--- src/hw/rtl/csv_field_tokenizer_defines.svh ---
// Assertion macros shared by the tokenizer RTL.
// No dependencies; included by the modules that carry assertions.
`ifndef CSV_FIELD_TOKENIZER_DEFINES_SVH
`define CSV_FIELD_TOKENIZER_DEFINES_SVH

// Same-cycle implication, disabled while reset is asserted.
`define CSVFT_ASSERT_IMPL(lbl, clk, rst_n, ante, cons) \
    lbl: assert property (@(posedge clk) disable iff (!rst_n) (ante) |-> (cons)) \
        else $error("csvft assertion failed");

// Next-cycle implication, disabled while reset is asserted.
`define CSVFT_ASSERT_NEXT(lbl, clk, rst_n, ante, cons) \
    lbl: assert property (@(posedge clk) disable iff (!rst_n) (ante) |=> (cons)) \
        else $error("csvft assertion failed");

`endif

--- src/hw/rtl/csvft_pkg.sv ---
// Types, character codes and constants of the comma-separated text tokenizer.
// No dependencies; used by every module of the block.
`default_nettype none

package csvft_pkg;

    localparam int MAX_HELD_SPACES = 63;
    localparam logic [5:0] HOLD_CAP = 6'((MAX_HELD_SPACES < 63) ? MAX_HELD_SPACES : 63);

    // Result queue: one transaction may queue two tokens.
    localparam int FIFO_DEPTH = 4;
    localparam int PTR_W      = $clog2(FIFO_DEPTH);
    localparam int CNT_W      = $clog2(FIFO_DEPTH + 1);

    localparam logic [7:0] CH_COMMA = 8'h2C;
    localparam logic [7:0] CH_QUOTE = 8'h22;
    localparam logic [7:0] CH_CR    = 8'h0D;
    localparam logic [7:0] CH_LF    = 8'h0A;
    localparam logic [7:0] CH_NUL   = 8'h00;
    localparam logic [7:0] CH_SPACE = 8'h20;

    typedef enum logic [1:0] {
        KIND_DATA   = 2'd0,
        KIND_FIELD  = 2'd1,
        KIND_RECORD = 2'd2,
        KIND_END    = 2'd3
    } kind_t;

    typedef enum logic [1:0] {
        PEND_NONE  = 2'd0,
        PEND_CR    = 2'd1,
        PEND_QUOTE = 2'd2
    } pend_t;

    typedef struct packed {
        logic [7:0] in_byte;
        logic       end_of_input;
    } in_item_t;

    typedef struct packed {
        kind_t      kind;
        logic [7:0] out_byte;
        logic [5:0] spaces_before;
        logic       quoted;
        logic       last;
    } out_item_t;

    typedef struct packed {
        pend_t      pending_mode;
        logic       can_end;
        logic       quote_possible;
        logic       quoted_seen;
        logic [5:0] held_spaces;
    } parse_state_t;

    localparam parse_state_t PARSE_RESET = '{
        pending_mode:   PEND_NONE,
        can_end:        1'b1,
        quote_possible: 1'b1,
        quoted_seen:    1'b0,
        held_spaces:    6'd0
    };

    // Tokens produced by one input transaction, handed to the result queue.
    typedef struct packed {
        logic [1:0] count;
        out_item_t  item0;
        out_item_t  item1;
    } push_t;

endpackage

`default_nettype wire

--- src/hw/rtl/csvft_core.sv ---
// Parser state and single-pass token logic for one text byte per cycle in which fire is high.
// Depends on csvft_pkg and csv_field_tokenizer_defines.svh.
`default_nettype none
`include "csv_field_tokenizer_defines.svh"

module csvft_core
(
    input  wire logic               clk,
    input  wire logic               rst_n,
    input  wire logic               fire,
    input  wire csvft_pkg::in_item_t item,
    output csvft_pkg::push_t        push
);

    typedef struct packed {
        csvft_pkg::parse_state_t state;
        logic                    valid;
        csvft_pkg::out_item_t    item;
    } step_res_t;

    csvft_pkg::parse_state_t state_reg;
    csvft_pkg::parse_state_t state_next;
    logic                    finished_reg;
    logic                    finished_next;
    logic [1:0]              cnt;
    csvft_pkg::out_item_t    r0;
    csvft_pkg::out_item_t    r1;

    function automatic csvft_pkg::out_item_t mk(input csvft_pkg::kind_t k,
                                                input logic [7:0] b,
                                                input logic [5:0] sp,
                                                input logic q);
        csvft_pkg::out_item_t r;
        r.kind          = k;
        r.out_byte      = b;
        r.spaces_before = sp;
        r.quoted        = q;
        r.last          = 1'b0;
        return r;
    endfunction

    function automatic csvft_pkg::parse_state_t fresh_field(input csvft_pkg::parse_state_t s);
        csvft_pkg::parse_state_t t;
        t                = s;
        t.can_end        = 1'b1;
        t.quote_possible = 1'b1;
        t.quoted_seen    = 1'b0;
        t.held_spaces    = 6'd0;
        return t;
    endfunction

    function automatic step_res_t line_step(input csvft_pkg::parse_state_t s);
        step_res_t r;
        r.valid = 1'b1;
        if (s.can_end)
        begin
            r.item  = mk(csvft_pkg::KIND_RECORD, 8'd0, s.held_spaces, s.quoted_seen);
            r.state = fresh_field(s);
        end
        else
        begin
            r.item  = mk(csvft_pkg::KIND_DATA, csvft_pkg::CH_LF, 6'd0, 1'b0);
            r.state = s;
        end
        return r;
    endfunction

    function automatic step_res_t plain_step(input csvft_pkg::parse_state_t s,
                                             input logic [7:0] b);
        step_res_t r;
        r.state = s;
        r.valid = 1'b0;
        r.item  = '0;
        case (b)
            csvft_pkg::CH_SPACE:
            begin
                if (s.quote_possible)
                begin
                    if (s.held_spaces < csvft_pkg::HOLD_CAP)
                    begin
                        r.state.held_spaces = s.held_spaces + 6'd1;
                    end
                end
                else
                begin
                    r.valid = 1'b1;
                    r.item  = mk(csvft_pkg::KIND_DATA, csvft_pkg::CH_SPACE, 6'd0, 1'b0);
                end
            end
            csvft_pkg::CH_CR:
            begin
                r.state.quoted_seen  = 1'b1;
                r.state.pending_mode = csvft_pkg::PEND_CR;
            end
            csvft_pkg::CH_LF:
            begin
                r = line_step(s);
            end
            csvft_pkg::CH_NUL:
            begin
                r.state.quoted_seen = 1'b1;
            end
            csvft_pkg::CH_QUOTE:
            begin
                r.state.can_end = 1'b0;
                if (s.quote_possible)
                begin
                    // Opening quote: any held leading spaces are dropped.
                    r.state.quote_possible = 1'b0;
                    r.state.quoted_seen    = 1'b1;
                    r.state.held_spaces    = 6'd0;
                end
                else
                begin
                    r.state.pending_mode = csvft_pkg::PEND_QUOTE;
                end
            end
            csvft_pkg::CH_COMMA:
            begin
                r.valid = 1'b1;
                if (s.can_end)
                begin
                    r.item  = mk(csvft_pkg::KIND_FIELD, 8'd0, s.held_spaces, s.quoted_seen);
                    r.state = fresh_field(s);
                end
                else
                begin
                    r.item                 = mk(csvft_pkg::KIND_DATA, b, s.held_spaces, 1'b0);
                    r.state.quote_possible = 1'b0;
                    r.state.held_spaces    = 6'd0;
                end
            end
            default:
            begin
                r.valid                = 1'b1;
                r.item                 = mk(csvft_pkg::KIND_DATA, b, s.held_spaces, 1'b0);
                r.state.quote_possible = 1'b0;
                r.state.held_spaces    = 6'd0;
            end
        endcase
        return r;
    endfunction

    always_comb
    begin
        step_res_t pr;
        pr            = '0;
        state_next    = state_reg;
        finished_next = finished_reg;
        cnt           = 2'd0;
        r0            = '0;
        r1            = '0;
        if (!finished_reg)
        begin
            state_next.pending_mode = csvft_pkg::PEND_NONE;
            if (item.end_of_input)
            begin
                if (state_reg.pending_mode == csvft_pkg::PEND_QUOTE)
                begin
                    state_next.can_end = 1'b1;
                end
                r0            = mk(csvft_pkg::KIND_END, 8'd0, state_reg.held_spaces,
                                   state_reg.quoted_seen);
                cnt           = 2'd1;
                finished_next = 1'b1;
            end
            else
            begin
                unique case (state_reg.pending_mode)
                    csvft_pkg::PEND_CR:
                    begin
                        // The held CR breaks the line; a following LF is absorbed.
                        pr         = line_step(state_next);
                        state_next = pr.state;
                        r0         = pr.item;
                        cnt        = 2'd1;
                        if (item.in_byte != csvft_pkg::CH_LF)
                        begin
                            pr         = plain_step(state_next, item.in_byte);
                            state_next = pr.state;
                            if (pr.valid)
                            begin
                                r1  = pr.item;
                                cnt = 2'd2;
                            end
                        end
                    end
                    csvft_pkg::PEND_QUOTE:
                    begin
                        case (item.in_byte) inside
                            csvft_pkg::CH_SPACE, csvft_pkg::CH_CR, csvft_pkg::CH_LF,
                            csvft_pkg::CH_COMMA:
                            begin
                                // Closing quote: the field may end here.
                                state_next.can_end = 1'b1;
                                pr         = plain_step(state_next, item.in_byte);
                                state_next = pr.state;
                                if (pr.valid)
                                begin
                                    r0  = pr.item;
                                    cnt = 2'd1;
                                end
                            end
                            csvft_pkg::CH_QUOTE:
                            begin
                                r0  = mk(csvft_pkg::KIND_DATA, csvft_pkg::CH_QUOTE, 6'd0, 1'b0);
                                cnt = 2'd1;
                            end
                            default:
                            begin
                                // A stray quote is kept as data and the field stays open.
                                r0         = mk(csvft_pkg::KIND_DATA, csvft_pkg::CH_QUOTE,
                                                6'd0, 1'b0);
                                cnt        = 2'd1;
                                pr         = plain_step(state_next, item.in_byte);
                                state_next = pr.state;
                                if (pr.valid)
                                begin
                                    r1  = pr.item;
                                    cnt = 2'd2;
                                end
                            end
                        endcase
                    end
                    default:
                    begin
                        pr         = plain_step(state_next, item.in_byte);
                        state_next = pr.state;
                        if (pr.valid)
                        begin
                            r0  = pr.item;
                            cnt = 2'd1;
                        end
                    end
                endcase
            end
        end
        r0.last = (cnt == 2'd1);
        r1.last = (cnt == 2'd2);
    end

    always_comb
    begin
        push.count = fire ? cnt : 2'd0;
        push.item0 = r0;
        push.item1 = r1;
    end

    always_ff @(posedge clk or negedge rst_n)
    begin
        if (!rst_n)
        begin
            state_reg    <= csvft_pkg::PARSE_RESET;
            finished_reg <= 1'b0;
        end
        else if (fire)
        begin
            state_reg    <= state_next;
            finished_reg <= finished_next;
        end
    end

    `CSVFT_ASSERT_IMPL(a_no_tokens_after_end, clk, rst_n, finished_reg, push.count == 2'd0)
    `CSVFT_ASSERT_IMPL(a_end_token, clk, rst_n, fire && !finished_reg && item.end_of_input,
        push.count == 2'd1 && push.item0.kind == csvft_pkg::KIND_END && push.item0.last)
    `CSVFT_ASSERT_IMPL(a_push_bound, clk, rst_n, 1'b1, push.count != 2'd3)

endmodule

`default_nettype wire

--- src/hw/rtl/csvft_out_fifo.sv ---
// Small result queue that takes up to two tokens per cycle and issues one per cycle while token_ready is high.
// Depends on csvft_pkg and csv_field_tokenizer_defines.svh.
`default_nettype none
`include "csv_field_tokenizer_defines.svh"

module csvft_out_fifo
(
    input  wire logic                 clk,
    input  wire logic                 rst_n,
    input  wire csvft_pkg::push_t     push,
    output logic                      room,
    output logic                      token_valid,
    input  wire logic                 token_ready,
    output csvft_pkg::out_item_t      token
);

    csvft_pkg::out_item_t                mem [csvft_pkg::FIFO_DEPTH];
    logic [csvft_pkg::PTR_W-1:0]         wr_ptr_reg;
    logic [csvft_pkg::PTR_W-1:0]         wr_ptr_next;
    logic [csvft_pkg::PTR_W-1:0]         rd_ptr_reg;
    logic [csvft_pkg::PTR_W-1:0]         rd_ptr_next;
    logic [csvft_pkg::CNT_W-1:0]         count_reg;
    logic [csvft_pkg::CNT_W-1:0]         count_next;
    logic                                pop;

    assign pop         = token_valid && token_ready;
    assign token_valid = (count_reg != '0);
    assign token       = mem[rd_ptr_reg];
    // Room for the worst case of two tokens from one transaction.
    assign room        = (count_reg <= csvft_pkg::CNT_W'(csvft_pkg::FIFO_DEPTH - 2));

    always_comb
    begin
        wr_ptr_next = wr_ptr_reg + csvft_pkg::PTR_W'(push.count);
        rd_ptr_next = rd_ptr_reg + csvft_pkg::PTR_W'(pop);
        count_next  = count_reg + csvft_pkg::CNT_W'(push.count) - csvft_pkg::CNT_W'(pop);
    end

    always_ff @(posedge clk)
    begin
        if (push.count != 2'd0)
        begin
            mem[wr_ptr_reg] <= push.item0;
        end
        if (push.count == 2'd2)
        begin
            mem[wr_ptr_reg + csvft_pkg::PTR_W'(1)] <= push.item1;
        end
    end

    always_ff @(posedge clk or negedge rst_n)
    begin
        if (!rst_n)
        begin
            wr_ptr_reg <= '0;
            rd_ptr_reg <= '0;
            count_reg  <= '0;
        end
        else
        begin
            wr_ptr_reg <= wr_ptr_next;
            rd_ptr_reg <= rd_ptr_next;
            count_reg  <= count_next;
        end
    end

    `CSVFT_ASSERT_IMPL(a_count_bound, clk, rst_n, 1'b1,
        count_reg <= csvft_pkg::CNT_W'(csvft_pkg::FIFO_DEPTH))
    `CSVFT_ASSERT_IMPL(a_push_has_room, clk, rst_n, push.count != 2'd0,
        count_reg <= csvft_pkg::CNT_W'(csvft_pkg::FIFO_DEPTH - 2))
    `CSVFT_ASSERT_NEXT(a_push_seen, clk, rst_n, push.count != 2'd0 && !pop, token_valid)

endmodule

`default_nettype wire

--- src/hw/rtl/csv_field_tokenizer.sv ---
// Top level of the comma-separated text tokenizer: input register, parser, result queue.
// Depends on csvft_pkg, csvft_core and csvft_out_fifo.
//
//   Channel  Handshake                  Payload
//   item     item_valid / item_ready    csvft_pkg::in_item_t  (in_byte, end_of_input)
//   token    token_valid / token_ready  csvft_pkg::out_item_t (kind .. last)
//
// One byte is accepted per cycle while the queue has room; a token passes the input register
// and the result queue before it leaves. A byte that yields two tokens sends them one after
// the other through the single token output of the four-entry result queue.
// Reset returns the parser to the start of a field and empties the queue.
// A stalled token output fills the queue until it lacks room for two tokens, then drops item_ready.
`default_nettype none

module csv_field_tokenizer
(
    input  wire logic                 clk,
    input  wire logic                 rst_n,
    input  wire logic                 item_valid,
    output logic                      item_ready,
    input  wire csvft_pkg::in_item_t  item,
    output logic                      token_valid,
    input  wire logic                 token_ready,
    output csvft_pkg::out_item_t      token
);

    logic                  in_vld_reg;
    logic                  in_vld_next;
    csvft_pkg::in_item_t   in_item_reg;
    logic                  room;
    logic                  fire;
    csvft_pkg::push_t      push;

    // The held transaction is processed once the queue can take both of its tokens.
    assign fire        = in_vld_reg && room;
    assign item_ready  = !in_vld_reg || fire;
    assign in_vld_next = item_valid || (in_vld_reg && !fire);

    always_ff @(posedge clk or negedge rst_n)
    begin
        if (!rst_n)
        begin
            in_vld_reg <= 1'b0;
        end
        else if (item_ready)
        begin
            in_vld_reg <= in_vld_next;
        end
    end

    always_ff @(posedge clk)
    begin
        if (item_valid && item_ready)
        begin
            in_item_reg <= item;
        end
    end

    csvft_core u_core
    (
        .clk   (clk),
        .rst_n (rst_n),
        .fire  (fire),
        .item  (in_item_reg),
        .push  (push)
    );

    csvft_out_fifo u_fifo
    (
        .clk         (clk),
        .rst_n       (rst_n),
        .push        (push),
        .room        (room),
        .token_valid (token_valid),
        .token_ready (token_ready),
        .token       (token)
    );

endmodule

`default_nettype wire

--- config.mk ---
export PLATFORM = sky130hd
export DESIGN_NAME = csv_field_tokenizer
export DESIGN_NICKNAME = d
export VERILOG_FILES = /design/src/hw/rtl/csvft_pkg.sv /design/src/hw/rtl/csvft_core.sv /design/src/hw/rtl/csvft_out_fifo.sv /design/src/hw/rtl/csv_field_tokenizer.sv
export VERILOG_INCLUDE_DIRS = /design/src /design/src/hw/rtl
export SDC_FILE = /design/constraint.sdc
export NUM_CORES = 1
export LEC_CHECK = 0
export ABC_AREA = 0
export BUFFER_PORTS_ARGS = -buffer_cell sky130_fd_sc_hd__buf_2
export CORE_ASPECT_RATIO = 1.2
export CORE_MARGIN = 2
export CORE_UTILIZATION = 58
export CTS_BUF_LIST = sky130_fd_sc_hd__clkbuf_8
export DETAILED_ROUTE_END_ITERATION = 16
export PLACE_DENSITY = 0.79
export SLEW_MARGIN = 5
export SYNTH_ARGS = -nofsm -noshare
export SYNTH_HDL_FRONTEND = slang
export SYNTH_SLANG_ARGS = --single-unit
--- constraint.sdc ---
create_clock -name clk -period 4.2 [get_ports clk]
set_input_delay 0.21 -clock clk [delete_from_list [all_inputs] [get_ports clk]]
set_output_delay 0.21 -clock clk [all_outputs]
set_load 0.005 [all_outputs]
==> impl_metrics.ini <==
[synthesis]
seq_area_frac_synth_pct = 47.9
syn_inst = 567
ys_ff_latch = 101
async_flop_share_pct = 19.8
mappedNetlistArea_um2 = 6130
synth_area_leaders = edfxtp_1 (40%), dfrtp_1 (7.3%), mux4_2 (6.6%)
synth_flop_cell = edfxtp_1
ys_warn_count = 0
syn_avg_cell_area_um2 = 10.8
synth-edff-count = 81
synth_nets = 590
synth_top_area_share_pct = 39.7
synth.largest_area_cell = edfxtp_1
synth.distinct_cells = 71

[power_and_ir_drop]
swShare_pct = 33.7
irDropWorstVdd_uv = 226
seqPwrFrac_pct = 49.8
p_int_mw = 1.74
combPwrFrac_pct = 27.2
power.switching_mw = 0.884
powerDensity_nw_per_um2 = 386
power_mw = 2.62
p_leak_nw = 2.40
clkPwrFrac_pct = 22.9

[setup_path]
critical_path_arrival_ns = 3.97
slowest_stage = or4_1
cp-end-kind = register
critPathMaxStageDelay_ns = 0.65
required_ns = 4.50
reg2regPathDepth = 11
crit_type = reg2reg
cp-start-kind = register
worstReg2RegEnd = u_fifo.count_reg[2]
rr_startpoint = in_item_reg[3]
reg2reg_slack_ns = 0.53
crit_fanout = 17
path_cells = or4_1, a2111oi_4, o2111ai_1, o41ai_4, and2_1, nor3_1, ha_1, inv_1, fa_1, xor2_1, xnor2_1

[timing]
relSlewSlack_pct = 31.2
period_minus_slack_ns = 3.67
final_hold_viol_count = 0
maxSlewViolCount = 0
setup_violations = 0
grt_setup_unrepaired = no
fin_crit_sh_pct = 87.4
finalSetupTns_ns = 0
finClkSkew_ns = 0.0129
timing.fmax_mhz = 272
hold_slack_ns = 0.0175
worst_pin_slew_ns = 1.03

[routing]
drt_first_pass_iters = 7
drc = 0
wirelength_mm = 15.5
drtAntennaViolNets = 0
drtIter0Drc = 407
num_vias = 4933
via_per_inst = 6.64
wl_per_cell_um = 20.9

[global_routing]
antenna_found_initial = 0
grt_pass1_wl_mm = 24.7
overflow = 0
grt_pass1_vias = 4710
grt_util_met3_pct = 4.07
use_met1_pct = 35.4
track_usage_pct = 27.9
grt_util_met2_pct = 47.2
grt.busiest_layer = met2
grt_start_max_net_pins = 25

[die]
fp.dieArea_um2 = 11400
fp.dieW_um = 97.8
die_h_um = 117
start_util_pct = 58.8
row_count = 41
ioPinCount = 33
coreArea_um2 = 10400

[final_layout]
drive_gt1_share_pct = 19.2
area_growth_pct = 10.8
layout.nets = 632
largest_register_ffs = 72
diodes = 0
nFillCells = 785

[cts]
cts_sinks = 101
cts-root-buf = clkbuf_8
cts_tree = done
clk_pin_slew_ns = 0.10
post_cts_resized = 0
cts_made_buffers = 9
hold_buffers = 9
cts_max_path_buffers = 2
htree_levels = 3
post_cts_buffers = 0
clk_latency_ns = 0.38

[hold_path]
worstHoldStart = item[8]
holdPathStages = 1
min_to = in_item_reg[8]
holdCritPathClass = in2reg

[job]
maxCapViolations = 0

[placed_design]
gp_congestion = 0.978
dpl.hpwl_mm = 11.2
portBuffers = 32

[run_status]
status = complete, no violations
## layout by cell type, fill, tap and decap left out, drive strengths merged, types with 5 or more instances in the layout
cell type,instances
buf,56
nor2,28
nor3,11
inv,19
or2,6
a21oi,28
and2,20
o22ai,7
a21o,8
mux4,18
nand4,7
a31oi,7
o211ai,5
a21boi,5
dfrtp,18
or3,7
ha,9
nor2b,30
dlygate4sd3,9
o21ai,48
nand2b,11
a211oi,7
edfxtp,81
mux2i,13
clkbuf,9
nand3,18
a32oi,5
nand2,46
and3,7
## kinds of logic (layout without fill, tap and decap cells)
kind of cell | Yosys count | in the layout | share of synthesized area (%)
buf+inv | 50 | 97 | 3.14
simple gates | 211 | 211 | 19.0
xor+xnor | 6 | 6 | 0.857
flops | 101 | 101 | 47.9
mux | 32 | 32 | 8.92
compound gates | 157 | 157 | 18.0
fa+ha+maj | 10 | 10 | 2.16
## critical path, delay by kind of cell, from the launching register on
family                     cells  cell delay, ns
AOI/OAI and AO/OA              3            1.15
xor gates and xnor gates       2            0.31
adders and majority gates      2            0.40
buffers and inverters          1            0.07
DFF                            1            0.62
and+or+nand+nor                3            1.06
## cell type report
type	instances	area (um2)	share of cell area, %
flip-flops and latches	101	2940	43.2
clock buffers	9	124	1.82
clock inverters	7	68.8	1.01
well taps	129	161	2.38
inverters	16	60.1	0.884
multi-input cells	416	3010	44.4
repair buffers	65	430	6.34
## worst max-delay path by stage
stage | from | endpoint | slack [ns] | depth (start not counted)
6_report | in_item_reg[3] | u_fifo.count_reg[2] | 0.53 | 11
4_1_cts | in_item_reg[1] | u_fifo.count_reg[2] | 0.55 | 11
3_3_place_gp | in_item_reg[1] | u_fifo.count_reg[2] | 0.67 | 11
2_1_floorplan | in_item_reg[4] | u_fifo.mem[0][0] | 0.09 | 8
5_1_grt | in_item_reg[1] | u_fifo.count_reg[2] | 0.28 | 9
3_5_place_dp | in_item_reg[1] | u_fifo.count_reg[2] | 0.58 | 11
## synth_stat cells, types with 5 or more instances
library cell	instances
a211oi_1	6
a21boi_0	5
a21o_1	8
a21oi_1	28
a31oi_1	7
and2_1	20
and3_1	7
clkbuf_1	28
dfrtp_1	18
edfxtp_1	81
ha_1	9
inv_1	16
mux2i_1	13
mux4_2	18
nand2_1	46
nand2b_1	11
nand3_1	16
nand4_1	5
nor2_1	28
nor2b_1	30
nor3_1	11
o211ai_1	5
o21ai_0	47
o22ai_1	7
or2_2	6
or3_1	7
## power by group through the flow
stage,Clock [mW],Sequential [mW],Combinational (mW)
after floorplan,0,1.19,0.582
after global placement,0,1.33,0.687
after detailed placement,0,1.33,0.705
after CTS,0.606,1.31,0.716
after global routing,0.645,1.33,0.771
final,0.601,1.31,0.714
## routing by layer
metal  wire (um)  up-vias  part of all wire (%)
met2        7670      256                    49
met3        1060       58                   6.8
met5           0        -                     0
met1        6100     2365                    39
li1            -     2254                     -
met4         719        0                   4.6
## through the flow
step	util (%)	worst slack [ns]	cell area, um2	std cells
5_1_grt	65.2	0.278	6790	743
2_1_floorplan	-	0.0937	6130	567
4_1_cts	65.2	0.552	6790	743
3_5_place_dp	62.5	0.579	6510	718
3_3_place_gp	62.5	0.666	6510	718
6_report	65.2	0.530	6790	743
Note: power is estimated with default switching activity, not from simulation.
